--- config.mk ---
export PLATFORM = sky130hd
export DESIGN_NAME = period_tachometer_with_average_unit_flat
export DESIGN_NICKNAME = d
export VERILOG_FILES = /design/src/rtl/core/pta_pkg.sv /design/src/rtl/core/pta_in_if.sv /design/src/rtl/core/pta_out_if.sv /design/src/rtl/core/period_tachometer_with_average_unit.sv /design/src/flat_wrapper.sv
export SDC_FILE = /design/constraint.sdc
export NUM_CORES = 1
export LEC_CHECK = 0
export BUFFER_PORTS_ARGS = -buffer_cell sky130_fd_sc_hd__buf_2
export CAP_MARGIN = 25
export CORE_ASPECT_RATIO = 0.8
export CORE_MARGIN = 1
export CORE_UTILIZATION = 40
export DETAILED_ROUTE_END_ITERATION = 10
export SYNTH_ARGS = -nofsm -noshare
export SYNTH_HDL_FRONTEND = slang
export SYNTH_SLANG_ARGS = --single-unit
--- constraint.sdc ---
create_clock -name i_clk -period 7.5 [get_ports i_clk]
set_input_delay 0 -clock i_clk [delete_from_list [all_inputs] [get_ports i_clk]]
set_output_delay 0 -clock i_clk [all_outputs]
set_load 0.01 [all_outputs]
--- src/rtl/core/pta_pkg.sv ---
`timescale 1ns / 1ps
// Shared constants for the period tachometer with running average.
// No dependencies; used by the result channel interface and the top level.
package pta_pkg;

    // Field and register widths
    localparam int unsigned DATA_W = 32;
    localparam int unsigned IDX_W  = 2;

    // Register indexes on the configuration port
    localparam logic [IDX_W-1:0] CFG_TICKS_PER_MINUTE = 2'd0;
    localparam logic [IDX_W-1:0] CFG_TIMEOUT_TICKS    = 2'd1;
    localparam logic [IDX_W-1:0] CFG_REPORT_TICKS     = 2'd2;

    // Reset values of the registers
    localparam logic [DATA_W-1:0] TPM_RST     = 32'd60000000;
    localparam logic [DATA_W-1:0] TIMEOUT_RST = 32'd5000000;
    localparam logic [DATA_W-1:0] REPORT_RST  = 32'd1000000;

    // Saturation value of the tick counters
    localparam logic [DATA_W-1:0] CNT_MAX = '1;

    // Serial divider: dividend holds avg*5 + speed, so three extra bits
    localparam int unsigned QUO_W   = DATA_W + 3;
    localparam int unsigned STEP_W  = $clog2(QUO_W);
    localparam logic [STEP_W-1:0] LAST_STEP = STEP_W'(QUO_W - 1);

    // Weights of the running average
    localparam logic [DATA_W-1:0] AVG_DIVISOR = 32'd6;

endpackage

--- src/rtl/core/pta_in_if.sv ---
`timescale 1ns / 1ps
// Input channel: one sensor level sample per request.
// Depends on pta_pkg for nothing but is kept next to it.
interface pta_in_if;
    logic valid;
    logic ready;
    logic sensor_level;

    modport source (output valid, output sensor_level, input ready);
    modport sink   (input valid, input sensor_level, output ready);
endinterface

--- src/rtl/core/pta_out_if.sv ---
`timescale 1ns / 1ps
// Result channel: speed, average and strobes for one tick.
// Depends on pta_pkg for the field widths.
interface pta_out_if;
    logic                         valid;
    logic                         ready;
    logic [pta_pkg::DATA_W-1:0]   speed_rpm;
    logic [pta_pkg::DATA_W-1:0]   average_rpm;
    logic                         new_value;
    logic                         report;

    modport source (output valid, output speed_rpm, output average_rpm,
                    output new_value, output report, input ready);
    modport sink   (input valid, input speed_rpm, input average_rpm,
                    input new_value, input report, output ready);
endinterface

--- src/rtl/core/period_tachometer_with_average_unit.sv ---
`timescale 1ns / 1ps
// Period tachometer with running average, single-module core.
// Depends on pta_pkg, pta_in_if and pta_out_if.
//
// Each request carries one sensor sample per microsecond tick and yields
// exactly one result. A tick with no falling edge, or one that lands in
// timeout, is updated and then written to the result register. A falling
// edge that is not timed out runs a restoring divider one quotient bit
// per cycle, twice: rpm = ticks_per_minute / period, then
// average = (average*5 + rpm) / 6, each 35 steps. Both divisions share
// one serial divider. A new request is taken once the previous tick's
// result sits in the output register, even if the sink has not yet
// taken it. Tick counters saturate at 2^32-1.
module period_tachometer_with_average_unit (
    input  logic                         i_clk,
    input  logic                         i_rst_n,
    input  logic                         i_cfg_we,
    input  logic [pta_pkg::IDX_W-1:0]    i_cfg_idx,
    input  logic [pta_pkg::DATA_W-1:0]   i_cfg_data,
    pta_in_if.sink                       i_in,
    pta_out_if.source                    o_out
);

    localparam logic [2:0] ST_IDLE    = 3'd0;
    localparam logic [2:0] ST_DIV_SPD = 3'd1;
    localparam logic [2:0] ST_AVG_LD  = 3'd2;
    localparam logic [2:0] ST_DIV_AVG = 3'd3;
    localparam logic [2:0] ST_AVG_WR  = 3'd4;
    localparam logic [2:0] ST_DONE    = 3'd5;

    // Configuration and tracking state
    logic [pta_pkg::DATA_W-1:0] r_tpm, r_timeout, r_rep_ticks;
    logic                       r_prev;
    logic [pta_pkg::DATA_W-1:0] r_tse, r_rc, r_speed, r_avg;
    logic                       r_fresh, r_strobe;
    logic [2:0]                 r_state;

    // Serial divider
    logic [pta_pkg::QUO_W-1:0]  r_quo;
    logic [pta_pkg::DATA_W-1:0] r_rem, r_div;
    logic [pta_pkg::STEP_W-1:0] r_step;

    // Output register
    logic                       r_ov;
    logic [pta_pkg::DATA_W-1:0] r_o_speed, r_o_avg;
    logic                       r_o_new, r_o_rep;

    // Next values
    logic [pta_pkg::DATA_W-1:0] n_tse, n_rc, n_speed, n_avg, n_rem, n_div;
    logic [pta_pkg::DATA_W-1:0] n_o_speed, n_o_avg;
    logic                       n_prev, n_fresh, n_strobe, n_ov, n_o_new, n_o_rep;
    logic [2:0]                 n_state;
    logic [pta_pkg::QUO_W-1:0]  n_quo;
    logic [pta_pkg::STEP_W-1:0] n_step;

    // Per-tick combinational terms
    logic                       accept, fall, timed_out, strobe, out_free;
    logic [pta_pkg::DATA_W-1:0] elapsed, tse_upd, rc_inc, rc_upd;
    logic [pta_pkg::DATA_W:0]   trial, diff;
    logic                       ge;
    logic [pta_pkg::QUO_W-1:0]  avg_sum;

    assign i_in.ready   = (r_state == ST_IDLE);
    assign accept       = i_in.valid && (r_state == ST_IDLE);
    assign out_free     = !r_ov || o_out.ready;

    assign o_out.valid       = r_ov;
    assign o_out.speed_rpm   = r_o_speed;
    assign o_out.average_rpm = r_o_avg;
    assign o_out.new_value   = r_o_new;
    assign o_out.report      = r_o_rep;

    // Edge detect, period count and report phase
    always_comb begin
        fall      = r_prev && !i_in.sensor_level;
        elapsed   = (r_tse == pta_pkg::CNT_MAX) ? r_tse : r_tse + 1'b1;
        tse_upd   = fall ? '0 : elapsed;
        timed_out = (tse_upd >= r_timeout);
        rc_inc    = (r_rc == pta_pkg::CNT_MAX) ? r_rc : r_rc + 1'b1;
        strobe    = (rc_inc >= r_rep_ticks);
        rc_upd    = strobe ? rc_inc - r_rep_ticks : rc_inc;
    end

    // One restoring step: shift in the next dividend bit, try the subtract
    always_comb begin
        trial = {r_rem, r_quo[pta_pkg::QUO_W-1]};
        diff  = trial - {1'b0, r_div};
        ge    = (trial >= {1'b0, r_div});
    end

    // Dividend of the average: avg*5 + speed
    assign avg_sum = {1'b0, r_avg, 2'b00} + {3'b000, r_avg}
                   + {3'b000, r_quo[pta_pkg::DATA_W-1:0]};

    // Sequencer
    always_comb begin
        n_state   = r_state;
        n_prev    = r_prev;
        n_tse     = r_tse;
        n_rc      = r_rc;
        n_speed   = r_speed;
        n_avg     = r_avg;
        n_fresh   = r_fresh;
        n_strobe  = r_strobe;
        n_quo     = r_quo;
        n_rem     = r_rem;
        n_div     = r_div;
        n_step    = r_step;
        n_ov      = r_ov && !o_out.ready;
        n_o_speed = r_o_speed;
        n_o_avg   = r_o_avg;
        n_o_new   = r_o_new;
        n_o_rep   = r_o_rep;

        unique case (r_state)
            ST_IDLE: begin
                if (accept) begin
                    n_prev   = i_in.sensor_level;
                    n_tse    = tse_upd;
                    n_rc     = rc_upd;
                    n_strobe = strobe;
                    n_fresh  = 1'b0;
                    n_state  = ST_DONE;
                    if (timed_out) begin
                        n_speed = '0;
                        n_avg   = '0;
                    end else if (fall) begin
                        n_quo   = {3'b000, r_tpm};
                        n_rem   = '0;
                        n_div   = elapsed;
                        n_step  = '0;
                        n_state = ST_DIV_SPD;
                    end
                end
            end
            ST_DIV_SPD, ST_DIV_AVG: begin
                n_rem  = ge ? diff[pta_pkg::DATA_W-1:0] : trial[pta_pkg::DATA_W-1:0];
                n_quo  = {r_quo[pta_pkg::QUO_W-2:0], ge};
                n_step = r_step + 1'b1;
                if (r_step == pta_pkg::LAST_STEP) begin
                    n_state = (r_state == ST_DIV_SPD) ? ST_AVG_LD : ST_AVG_WR;
                end
            end
            ST_AVG_LD: begin
                n_speed = r_quo[pta_pkg::DATA_W-1:0];
                n_quo   = avg_sum;
                n_rem   = '0;
                n_div   = pta_pkg::AVG_DIVISOR;
                n_step  = '0;
                n_state = ST_DIV_AVG;
            end
            ST_AVG_WR: begin
                n_avg   = r_quo[pta_pkg::DATA_W-1:0];
                n_fresh = 1'b1;
                n_state = ST_DONE;
            end
            ST_DONE: begin
                if (out_free) begin
                    n_ov      = 1'b1;
                    n_o_speed = r_speed;
                    n_o_avg   = r_avg;
                    n_o_new   = r_fresh;
                    n_o_rep   = r_strobe;
                    n_state   = ST_IDLE;
                end
            end
            default: n_state = ST_IDLE;
        endcase
    end

    // Control state and configuration registers
    always_ff @(posedge i_clk) begin
        if (!i_rst_n) begin
            r_state     <= ST_IDLE;
            r_ov        <= 1'b0;
            r_prev      <= 1'b0;
            r_tse       <= '0;
            r_rc        <= '0;
            r_speed     <= '0;
            r_avg       <= '0;
            r_tpm       <= pta_pkg::TPM_RST;
            r_timeout   <= pta_pkg::TIMEOUT_RST;
            r_rep_ticks <= pta_pkg::REPORT_RST;
        end else begin
            r_state <= n_state;
            r_ov    <= n_ov;
            r_prev  <= n_prev;
            r_tse   <= n_tse;
            r_rc    <= n_rc;
            r_speed <= n_speed;
            r_avg   <= n_avg;
            if (i_cfg_we) begin
                unique case (i_cfg_idx)
                    pta_pkg::CFG_TICKS_PER_MINUTE: r_tpm       <= i_cfg_data;
                    pta_pkg::CFG_TIMEOUT_TICKS:    r_timeout   <= i_cfg_data;
                    pta_pkg::CFG_REPORT_TICKS:     r_rep_ticks <= i_cfg_data;
                    default: ;
                endcase
            end
        end
    end

    // Datapath registers, no reset needed
    always_ff @(posedge i_clk) begin
        r_fresh   <= n_fresh;
        r_strobe  <= n_strobe;
        r_quo     <= n_quo;
        r_rem     <= n_rem;
        r_div     <= n_div;
        r_step    <= n_step;
        r_o_speed <= n_o_speed;
        r_o_avg   <= n_o_avg;
        r_o_new   <= n_o_new;
        r_o_rep   <= n_o_rep;
    end

endmodule
--- src/flat_wrapper.sv ---
// flat-port wrapper written by rule: the top's interface ports become plain ports
module period_tachometer_with_average_unit_flat 
  (i_clk, i_rst_n, i_cfg_we, i_cfg_idx, i_cfg_data, i_in_valid, i_in_sensor_level, i_in_ready, o_out_valid, o_out_speed_rpm, o_out_average_rpm, o_out_new_value, o_out_report, o_out_ready);
  pta_in_if i_in_i ();
  pta_out_if o_out_i ();
  input  logic i_clk;
  input  logic i_rst_n;
  input  logic i_cfg_we;
  input  logic [pta_pkg::IDX_W-1:0] i_cfg_idx;
  input  logic [pta_pkg::DATA_W-1:0] i_cfg_data;
  input wire logic [$bits(i_in_i.valid)-1:0] i_in_valid;
  input wire logic [$bits(i_in_i.sensor_level)-1:0] i_in_sensor_level;
  output wire logic [$bits(i_in_i.ready)-1:0] i_in_ready;
  output wire logic [$bits(o_out_i.valid)-1:0] o_out_valid;
  output wire logic [$bits(o_out_i.speed_rpm)-1:0] o_out_speed_rpm;
  output wire logic [$bits(o_out_i.average_rpm)-1:0] o_out_average_rpm;
  output wire logic [$bits(o_out_i.new_value)-1:0] o_out_new_value;
  output wire logic [$bits(o_out_i.report)-1:0] o_out_report;
  input wire logic [$bits(o_out_i.ready)-1:0] o_out_ready;
  assign i_in_i.valid = i_in_valid;
  assign i_in_i.sensor_level = i_in_sensor_level;
  assign i_in_ready = i_in_i.ready;
  assign o_out_valid = o_out_i.valid;
  assign o_out_speed_rpm = o_out_i.speed_rpm;
  assign o_out_average_rpm = o_out_i.average_rpm;
  assign o_out_new_value = o_out_i.new_value;
  assign o_out_report = o_out_i.report;
  assign o_out_i.ready = o_out_ready;
  period_tachometer_with_average_unit u_core (.i_clk(i_clk), .i_rst_n(i_rst_n), .i_cfg_we(i_cfg_we), .i_cfg_idx(i_cfg_idx), .i_cfg_data(i_cfg_data), .i_in(i_in_i), .o_out(o_out_i));
endmodule
### Word level (Yosys, flattened, before mapping)

Cells that the tools add are included.

| operators by class | value |
|---|---|
| order comparisons | 3 |
| multiplexer cells | 36 |
| reduce and logical (&&, ||, !) cells | 24 |
| eq/ne operators | 16 |
| $add $sub $neg | 7 |

Operators with widths:

| operator | number |
|---|---|
| 2-to-1 mux 32 bit | 13 |
| case mux 32 bit (2 select lines) | 3 |
| 2-to-1 mux 35 bit | 3 |
| case mux 35 bit (3 select lines) | 1 |
| case mux 32 bit (3 select lines) | 1 |
| adder 32 x 1 -> 32 bit, second input constant | 2 |
| equality test 32 bit, second input constant | 2 |
| greater-or-equal comparator 32 bit | 2 |
| subtractor 32 bit | 2 |
| adder 34 x 32 -> 35 bit | 1 |
| adder 35 x 32 -> 35 bit | 1 |
| greater-or-equal comparator 33 x 32 -> 1 bit | 1 |
| 2-to-1 mux 3 bit | 6 |
| 2-to-1 mux 6 bit | 3 |
| case mux 6 bit (3 select lines) | 1 |
| case mux 3 bit (5 select lines) | 1 |
| AND reduction 2 bit | 6 |
| != test 2 x 1 -> 1 bit, second input constant | 5 |
| AND reduction 3 bit | 3 |
| AND reduction 4 bit | 2 |
| adder 6 x 1 -> 6 bit, second input constant | 1 |
| equality test 3 x 2 -> 1 bit, second input constant | 2 |
| equality test 3 bit, second input constant | 2 |
| equality test 6 bit, second input constant | 1 |
| 14 further kinds | 21 |

| word-level totals | value |
|---|---|
| word-level logic and storage cells | 106 |
| input bits | 40 |
| bits in registers | 402 |
| output and inout bits | 68 |

### Logic depth before layout (Yosys ltp)

Gate-level depths: netlist (run 1).

| logic depth | value |
|---|---|
| depth in word-level cells | 7 |
| depth in mapped cells | 22 |
| gate-level depth less buffers | 19 |

### Worst setup path before layout (run 1)

No wires, ideal clock.

| timing path | value |
|---|---|
| path type | reg-to-reg |
| from | register u_core.r_tse[3] (netlist bit) |
| to | register u_core.r_quo[0] (netlist bit) (enable) |
| arrival | 4.898 ns |
| slack | 2.172 ns |
| period minus slack after synthesis | 5.328 ns |
| required time | 7.070 ns |
| buffers on the path | 1 |
| setup time | 0.430 ns |
| cell stages (with the launch flop) | 20 |
| path through | dfxtp_1 > buf_2 > and4_1 > nand4_1 > nor3_2 > and3_1 > nor2_1 > and3_1 > nand3_1 > xnor2_1 > nor2_1 > ha_1 > a21o_1 > a21o_1 > a21oi_1 > nand3_1 > a21oi_1 > nor2_1 > a21oi_1 > a211o_1 |

| between the ends | value |
|---|---|
| cells in the longest elaborated chain, start to end | 6 |
| elaborated cells on any way between the ends | 7 |
| those cells by class | 1 x add/sub; 1 x order compare; 2 x eq/ne; 2 x mux; 1 x reduce/logical |

RTL lines:

| what | RTL line | source |
|---|---|---|
| start: declaration | period_tachometer_with_average_unit.sv:34 | `logic [pta_pkg::DATA_W-1:0] r_tse, r_rc, r_speed, r_avg;` |
| start signal: assignment | period_tachometer_with_average_unit.sv:188 | `r_tse <= n_tse;` |
| adder 32 x 1 -> 32 bit or equality test 32 bit (tied branches) | period_tachometer_with_average_unit.sv:76 | `elapsed = (r_tse == pta_pkg::CNT_MAX) ? r_tse : r_tse + 1'b1;` |
| 2-to-1 mux 32 bit * | period_tachometer_with_average_unit.sv:76 |  |
| 2-to-1 mux 32 bit * | period_tachometer_with_average_unit.sv:77 | `tse_upd = fall ? '0 : elapsed;` |
| net u_core.tse_upd (one bit) | period_tachometer_with_average_unit.sv:58 | `logic [pta_pkg::DATA_W-1:0] elapsed, tse_upd, rc_inc, rc_upd;` |
| greater-or-equal comparator 32 bit * | period_tachometer_with_average_unit.sv:78 | `timed_out = (tse_upd >= r_timeout);` |
| != test 2 bit (no line) * | -- |  |
| AND reduction 4 bit (no line) * | -- |  |
| end signal: assignment | period_tachometer_with_average_unit.sv:207 | `r_quo <= n_quo;` |
| end: declaration | period_tachometer_with_average_unit.sv:39 | `logic [pta_pkg::QUO_W-1:0] r_quo;` |

Mark *: on every way through the listed nets, which the timed path passes. The rest lies on a longest branch.
A chain may end at the register's enable or synchronous reset.

### Worst setup path after layout (run 1)

| timing path | value |
|---|---|
| from | register u_core.r_tse[26] (netlist bit) |
| to | register u_core.r_quo[1] (netlist bit) (enable) |

| between the ends | value |
|---|---|
| cells in the longest elaborated chain, start to end | 6 |
| elaborated cells on any way between the ends | 7 |
| those cells by class | 1 x add/sub; 1 x order compare; 2 x eq/ne; 2 x mux; 1 x reduce/logical |

RTL lines:

| what | RTL line |
|---|---|
| equality test 32 bit | period_tachometer_with_average_unit.sv:76 |
| 2-to-1 mux 32 bit | period_tachometer_with_average_unit.sv:76 |
| 2-to-1 mux 32 bit | period_tachometer_with_average_unit.sv:77 |
| net u_core.tse_upd (one bit) | period_tachometer_with_average_unit.sv:58 |
| greater-or-equal comparator 32 bit | period_tachometer_with_average_unit.sv:78 |
| != test 2 bit (no line) | -- |
| AND reduction 4 bit (no line) | -- |

The timed path passes the listed nets, and every way through them passes these cells.

==> results of run 1 <==
metrics by stage:
step | worst slack (ns) | power (mW)
floorplan | 2.17 | 4.96
global placement | 2.28 | 5.47
detailed placement | 2.18 | 5.50
CTS | 2.13 | 7.78
global route | 1.69 | 8.22
finish | 2.12 | 7.76
area by class of cell:
cell class	instances	area (sq um)	area share
Tap cell	760	951	0.0366
Clock inverter	26	284	0.0109
Multi-Input combinational cell	1854	12100	0.467
Timing Repair Buffer	172	1130	0.0433
Sequential cell	402	9780	0.376
Clock buffer	54	1200	0.0462
Inverter	138	532	0.0204
state kept, by name (all words and copies together) (netlist names):
signal                    count
u_core.r_tse                 32
u_core.r_state                3
u_core.r_timeout             32
u_core.r_tpm                 32
u_core.r_strobe               1
u_core.r_rep_ticks           32
u_core.r_speed               32
u_core.o_out.speed_rpm       32
u_core.o_out.new_value        1
u_core.r_fresh                1
u_core.r_quo                 35
u_core.r_rc                  32
u_core.o_out.average_rpm     32
u_core.r_div                 32
u_core.r_step                 6
u_core.o_out.report           1
u_core.r_rem                 32
u_core.r_avg                 32
u_core.r_prev                 1
u_core.o_out.valid            1
critical path, cell delays in order, from the launching register on:
cell and delay, ns:
dfxtp_1 0.48, nand3_1 0.21, or2_2 0.38, nor4_1 0.54, nand2b_1 0.26, nor2_1 0.10
xnor2_1 0.49, nor2_1 0.12, ha_1 0.22, a21o_1 0.16, a21o_1 0.18, a21oi_1 0.21
nand3_1 0.12, a21oi_1 0.24, nor2_1 0.08, a21oi_1 0.24, a211o_2 0.43, buf_4 0.54
cell usage in the layout, fill, tap and decap left out, drive strengths merged, types with 21 or more instances in the layout:
cell and n:
nand2 350, dfxtp 229, a21oi 225, nor2 191
edfxtp 173, o21ai 153, inv 144, ha 134
buf 131, xnor2 75, nand3 71, a22o 67
a21o 65, xor2 60, clkbuf 54, nand4 42
nor3 42, dlygate4sd3 41, fa 33, a22oi 31
a211oi 25, and3 24, o211ai 24, a31oi 21
layer usage:
metal,GRT usage,up-vias,part of all wire,routed length [microns]
met2,0.308,609,0.40,25900
met4,0.0610,0,0.023,1500
met5,0,-,0,0
li1,-,9239,-,-
met1,0.344,9156,0.51,33100
met3,0.0305,86,0.066,4310
kinds of logic (layout without fill, tap and decap cells):
group / Yosys count / in the layout / share of synthesized area
multiplexers: 12 / 12 / 0.00530
AO/OA/AOI/OAI: 714 / 714 / 0.203
buffers and inverters: 253 / 390 / 0.0450
flip-flops: 402 / 402 / 0.427
XOR/XNOR: 135 / 135 / 0.0517
adder cells (fa/ha/maj): 167 / 167 / 0.102
AND/OR/NAND/NOR: 826 / 826 / 0.166
path summary, 6_finish.rpt:
kind / endpoint / startpoint / slack, ns
max: u_core.r_quo[1] / u_core.r_tse[26] / 2.12
min: u_core.r_prev / i_in_sensor_level / 0.25
max reg2reg: u_core.r_quo[1] / u_core.r_tse[26] / 2.12
min reg2reg: u_core.o_out.speed_rpm[21] / u_core.r_speed[21] / 0.42
power groups by stage:
stage | sequential [mW] | clock, mW | combinational [mW]
6_report | 2.75 | 2.23 | 2.78
2_1_floorplan | 2.73 | 0 | 2.23
3_3_place_gp | 2.78 | 0 | 2.68
4_1_cts | 2.75 | 2.29 | 2.75
3_5_place_dp | 2.79 | 0 | 2.71
5_1_grt | 2.78 | 2.36 | 3.07
repair_timing:
action                    in CTS  in global routing
gates resized for setup        0                  0
buffers inserted               0                  0
hold endpoints to repair      99                  0
hold buffers                  41                  0
==> qor.yml, run 1 <==
critical_path_class: "reg2reg"
whs_path_depth: 4
first_global_vias: 17900
p_seq_frac: 0.354
place_inst: 3285
power_frac_comb: 0.358
grt_pass1_wl_microns: 102000
finalCritPeriodShare: 0.718
avgViaCountPerCell: 5.60
synth-seq-cells: 402
drv_slew: 0
die_h_microns: 216
reg2reg_depth: 17
synthArstFlopShare: 0
skew_ns: 0.0215
wl_per_cell_microns: 19.0
postRouteAntennaNets: 0
cts_tree: "built"
yosys.area.top_type_share: 0.227
fp.coreArea_sq_mm: 0.0566
worst_pin_slew_ns: 1.01
drt_iter0_markers: 1642
wirelength_microns: 64800
critPathCaptureType: "flip-flop"
setup-tns-final_ns: 0
overflow: 0
clk_latency_ns: 0.59
dp_hpwl_microns: 47100
start_kind: "flip-flop"
slew-limit-headroom: 0.325
synth.cell_area_sq_mm: 0.0229
max-cap-violations: 0
synthTopCellsByArea: "edfxtp_1, dfxtp_1, ha_1"
placed_cell_area_sq_mm: 0.0241
rsz0062_at_grt: "false"
fin_area_sq_mm: 0.0260
syn_inst: 2509
ys.flop_type: "dfxtp_1"
dr_total_vias: 19100
antenna_found_initial: 0
htreeDepth: 2
status: "completed"
fmax_mhz: 186
pin_count: 108
cts.root.buffer_cell: "clkbuf_16"
grt_usage: 0.219
cts_made_buffers: 44
arrival_ns: 5.61
swShare: 0.374
p_int_mw: 4.86
power_density_mw_per_mm2: 299
avgSynthCellArea_sq_um: 9.12
initial_core_util: 0.404
cp_max_fo: 38
cts_max_path_buffers: 3
dieWidth_microns: 269
gp_congestion: 0.944
antenna_cells: 0
yosys.area.top_type: "edfxtp_1"
die-area_sq_mm: 0.0582
synth_edf_count: 173
fillCellCount: 5445
nNetsFinal: 2819
setup_viol: 0
synth_cell_type_count: 89
synth_common_cells: "nand2_1, dfxtp_1, a21oi_1, nor2_1, edfxtp_1"
power.share.clock: 0.288
portBuffers: 107
drive_above_1_share: 0.0933
worstPathRequired_ns: 7.72
stdcell_count: 3406
synth_nets: 2716
hold_viol_final: 0
synth.most_common_cell: "nand2_1"
ir_worst_vdd_uv: 272
grt_start_max_net_pins: 71
p_switching_mw: 2.91
post-route-util: 0.459
hold_class: "in2reg"
timing.hold.ws_ns: 0.250
drc: 0
clk_pin_slew_worst_paths_ns: 0.06
yosysSeqAreaShare: 0.427
rows: 78
syn_to_final_growth_pct: 13.7
leakage_nw: 10.4
post-route-min-period_ns: 5.38
dr.pass1.iters: 5
ys_warn_count: 0
clock_sinks: 402
Note: power is estimated with default switching activity, not from simulation.
==> run 2: changes to the inputs <==
Clock period 7.5 ns to 4.5 ns, I/O delays scaled along.
==> run 2 against run 1 <==
Maximum frequency rose by 21%. Clock skew fell by 0.0022 ns. Wire length rose by 2.2%.
==> qor.yml, run 2 (same netlist as run 1, synthesis figures left out) <==
drv_slew: 0
finalCritPeriodShare: 0.990
postRouteAntennaNets: 0
setup_viol: 0
p_int_mw: 8.86
largest_reg_flops: 35
clk_latency_ns: 0.59
cts.root.buffer_cell: "clkbuf_16"
skew_ns: 0.0192
hold_viol_final: 0
cts_made_buffers: 44
layout_common_cells: "nand2_1, dfxtp_1, a21oi_1"
portBuffers: 107
critPathCaptureType: "flip-flop"
wl_per_cell_microns: 18.9
grt_pass1_wl_microns: 103000
power.share.clock: 0.270
rows: 78
p_seq_frac: 0.328
gp_congestion: 0.969
htreeDepth: 2
grt_start_max_net_pins: 67
fin_area_sq_mm: 0.0273
nNetsFinal: 2919
p_switching_mw: 5.08
worstPathRequired_ns: 4.96
dieWidth_microns: 269
top_register: "u_core.r_quo"
layout_setup_ws_ns: 0.0465
power_frac_comb: 0.402
antenna_found_initial: 0
status: "completed"
leakage_nw: 11.0
critical_path_class: "reg2reg"
avgViaCountPerCell: 5.52
dr.pass1.iters: 5
final_common_cell: "nand2_1"
hold_class: "in2reg"
first_global_vias: 18000
dr_total_vias: 19400
placed_cell_area_sq_mm: 0.0248
cts_max_path_buffers: 3
drc: 0
timing.hold.ws_ns: 0.0899
die_h_microns: 216
die-area_sq_mm: 0.0582
power_density_mw_per_mm2: 510
overflow: 0
fp.coreArea_sq_mm: 0.0566
syn_to_final_growth_pct: 19.5
drt_iter0_markers: 1694
ir_worst_vdd_uv: 451
max-cap-violations: 0
worst_pin_slew_ns: 1.02
post-place-ws_ns: 0.00412
post-route-min-period_ns: 4.45
fillCellCount: 5398
cts_tree: "built"
clk_pin_slew_worst_paths_ns: 0.06
p_total_mw: 13.9
antenna_cells: 0
grt_usage: 0.222
slew-limit-headroom: 0.315
pin_count: 108
drive_above_1_share: 0.151
arrival_ns: 4.91
clock_sinks: 402
rsz0062_at_grt: "true"
wirelength_microns: 66200
swShare: 0.364
r2r_slack_ns: 0.05
initial_core_util: 0.404
dp_hpwl_microns: 48200
cp_max_fo: 8
fmax_mhz: 225
start_kind: "flip-flop"
==> run 2: power by group through the flow <==
stage	combinational (mW)	sequential (mW)	clock [mW]
after floorplan	3.71	4.55	0
after global placement	4.85	4.62	0
after detailed placement	4.90	4.63	0
after CTS	4.97	4.56	3.83
after global routing	6.10	4.62	3.97
final	5.60	4.58	3.76
==> run 2: cell type report <==
type                            count  area (sq um)  area share
Sequential cell                   402          9790       0.358
Timing Repair Buffer              272          2070      0.0756
Clock buffer                       62          1280      0.0470
Multi-Input combinational cell   1854         12500       0.457
Tap cell                          760           951      0.0348
Inverter                          138           532      0.0195
Clock inverter                     20           215     0.00787
==> run 2: worst paths after layout <==
path,startpoint,endpoint,depth (start not counted)
worst min register to register,u_core.r_strobe,u_core.o_out.report,0
worst max-delay path,u_core.r_rc[1],u_core.r_rc[12],21
worst max register to register,u_core.r_rc[1],u_core.r_rc[12],21
worst min-delay path,i_rst_n,u_core.r_tpm[23],3
==> run 2: worst max-delay path, stage by stage, from the launching register on <==
cell and delay (ns):
dfxtp_4 0.37, ha_4 0.14, nand2_4 0.05, or3_4 0.40, nor4_4 0.37, nor2_2 0.10, nand3b_1 0.16, nor2_2 0.07
xor2_2 0.17, ha_1 0.33, buf_4 0.15, nand3_1 0.11, o221ai_2 0.22, nand2_2 0.12, a2111oi_4 0.39, a21oi_2 0.12
a211o_4 0.39, inv_12 0.11, buf_12 0.12, mux2i_1 0.20, a2bb2oi_1 0.17, nor2_1 0.05
==> run 2: stage by stage <==
| step | setup TNS, ns | std cells | utilization |
|---|---|---|---|
| 2_1_floorplan | 0 | 2509 | - |
| 3_3_place_gp | 0 | 3362 | 0.438 |
| 3_5_place_dp | 0 | 3363 | 0.439 |
| 4_1_cts | 0 | 3484 | 0.472 |
| 5_1_grt | -1.09 | 3508 | 0.483 |
| 6_report | 0 | 3508 | 0.483 |
==> run 2: repair_timing <==
| action | in CTS | in global routing |
|---|---|---|
| endpoints found under the setup margin | 9 | 202 |
| hold endpoints to repair | 99 | 0 |
| hold buffers | 39 | 0 |
| buffers inserted | 0 | 21 |
| pin swaps | 0 | 41 |
| gates resized for setup | 2 | 90 |
| gates cloned | 0 | 2 |
==> run 2: layer usage <==
layer / vias to the layer above / track usage / part of all wire
li1: 9443 / - / -
met3: 83 / 0.0468 / 0.077
met5: - / 0 / 0
met2: 612 / 0.312 / 0.40
met4: 0 / 0.0540 / 0.018
met1: 9233 / 0.342 / 0.50
==> run 3: changes to the inputs <==
Settings changed: RECOVER_POWER from default to 100.
==> run 3 against run 2 <==
The flow now finishes with violations (capacitance limit, slew limit). First-iteration DRC count down 3.1%. Sequential share of layout area up 0.16 points. Register-to-register slack about the same. Core utilization down 0.21 points. Critical path type unchanged. Critical endpoint unchanged.
==> qor.yml, run 3 (same netlist as run 1, synthesis figures left out) <==
status: "finished, violations left"
violations: "capacitance limit, slew limit"
ir_worst_vdd_uv: 450
start_kind: "flip-flop"
critPathTopFamily: "simple AND/OR/NAND/NOR gates"
slew-limit-headroom: -0.334
fp.coreArea_sq_mm: 0.0566
rows: 78
p_seq_frac: 0.329
post-route-min-period_ns: 4.45
dr.pass1.iters: 6
antenna_found_initial: 0
die-area_sq_mm: 0.0582
critPathCaptureType: "flip-flop"
crit_chain: "ha_4, nand2_4, or3_4, nor4_4, nor2_2, nand3b_1, nor2_2, xor2_2, ha_1, buf_4, nand3_1, o221ai_2, nand2_2, a2111oi_4, a21oi_2, a211o_4, inv_12, buf_12, mux2i_1, a2bb2oi_1, nor2_1"
postRouteAntennaNets: 0
grt_use_met2: 0.312
critical-path-max-stage-delay_ns: 0.40
grt_start_max_net_pins: 67
drv_slew: 181
hold_viol_final: 0
leakage_nw: 10.8
grtUsageMet1: 0.342
layout_common_cells: "nand2_1, dfxtp_1, a21oi_1"
drive_above_1_share: 0.123
fmax_mhz: 225
swShare: 0.365
grt_util_met3: 0.0468
cp_max_fo: 8
htreeDepth: 2
drt_iter0_markers: 1641
dp_hpwl_microns: 48200
busiest_layer: "met1"
clk_pin_slew_worst_paths_ns: 0.06
max-cap-violations: 4
cts_made_buffers: 44
setup_viol: 0
drc: 0
die_h_microns: 216
arrival_ns: 4.91
overflow: 0
cts.root.buffer_cell: "clkbuf_16"
finalCritPeriodShare: 0.990
pin_count: 108
clock_sinks: 402
clk_latency_ns: 0.59
portBuffers: 107
cts_tree: "built"
avgViaCountPerCell: 5.54
rsz0062_at_grt: "true"
dieWidth_microns: 269
first_global_vias: 18000
worstPathRequired_ns: 4.95
timing.hold.ws_ns: 0.0928
worst-path-buf-inv: 3
post-route-util: 0.481
power_frac_comb: 0.401
initial_core_util: 0.404
p_int_mw: 8.85
power.share.clock: 0.270
syn_to_final_growth_pct: 18.9
crit_top_cell: "nor2_2"
grt_pass1_wl_microns: 103000
skew_ns: 0.0174
dr_total_vias: 19400
final_common_cell: "nand2_1"
largest_reg_flops: 35
nNetsFinal: 2919
wl_per_cell_microns: 18.9
critical_path_class: "reg2reg"
hold_class: "in2reg"
gp_congestion: 0.969
antenna_cells: 0
worst_pin_slew_ns: 2.00
p_switching_mw: 5.08
grt_usage: 0.222
cts_max_path_buffers: 3
slowest_stage: "or3_4"
power_density_mw_per_mm2: 512
wirelength_microns: 66400
top_register: "u_core.r_quo"
[run 3: per-stage QoR]
step                total power, mW  cells  setup WS (ns)  cell area [sq um]  setup TNS (ns)
floorplan                      8.26   2509          0.157              22900               0
global placement               9.48   3362       0.000960              24800               0
detailed placement             9.53   3363        0.00412              24800               0
CTS                            13.4   3484         0.0622              26700               0
global route                   14.7   3508         -0.108              27200           -3.81
finish                         13.9   3508         0.0467              27200               0
[run 3: power by group through the flow]
stage                     combinational [mW]  sequential (mW)  clock (mW)
after CTS                               4.97             4.56        3.83
after detailed placement                4.90             4.63           0
after global placement                  4.85             4.62           0
after floorplan                         3.71             4.55           0
after global routing                    6.09             4.63        3.97
final                                   5.59             4.58        3.77
[run 3: worst register-to-register path, stage by stage (launching register included)]
cell and delay, ns:
dfxtp_4 0.37, ha_4 0.14, nand2_4 0.05, or3_4 0.40
nor4_4 0.38, nor2_2 0.10, nand3b_1 0.16, nor2_2 0.07
xor2_2 0.17, ha_1 0.33, buf_4 0.15, nand3_1 0.11
o221ai_2 0.22, nand2_2 0.12, a2111oi_4 0.39, a21oi_2 0.12
a211o_4 0.39, inv_12 0.11, buf_12 0.12, mux2i_1 0.20
a2bb2oi_1 0.17, nor2_1 0.05
[run 3: final cells by class]
type / count / area, sq um
fill: 5433 / 29400
multi-input combinational: 1854 / 12500
sequential: 402 / 9790
timing repair buffer: 272 / 1960
clock buffer: 62 / 1280
tap: 760 / 951
inverter: 138 / 532
clock inverter: 20 / 215
[run 3: repair_timing]
action	in CTS	in global routing
setup buffers	0	21
endpoints found under the setup margin	9	202
gates cloned	0	2
endpoints found under the hold margin	99	0
gates resized for setup	2	90
hold buffers	39	0
pin swaps	0	41
[run 3: path summary, 6_finish.rpt]
path	startpoint	end	slack (ns)	cells past startpoint
setup reg to reg	u_core.r_rc[1]	u_core.r_rc[12]	0.05	21
hold / removal	i_rst_n	u_core.r_tpm[19]	0.09	3
setup / recovery	u_core.r_rc[1]	u_core.r_rc[12]	0.05	21
hold reg to reg	u_core.r_strobe	u_core.o_out.report	0.42	0
[run 3: layer usage]
metal	share of wire	up-vias
li1	-	9448
met1	0.50	9284
met2	0.40	628
met3	0.078	77
met4	0.018	0
met5	0	-
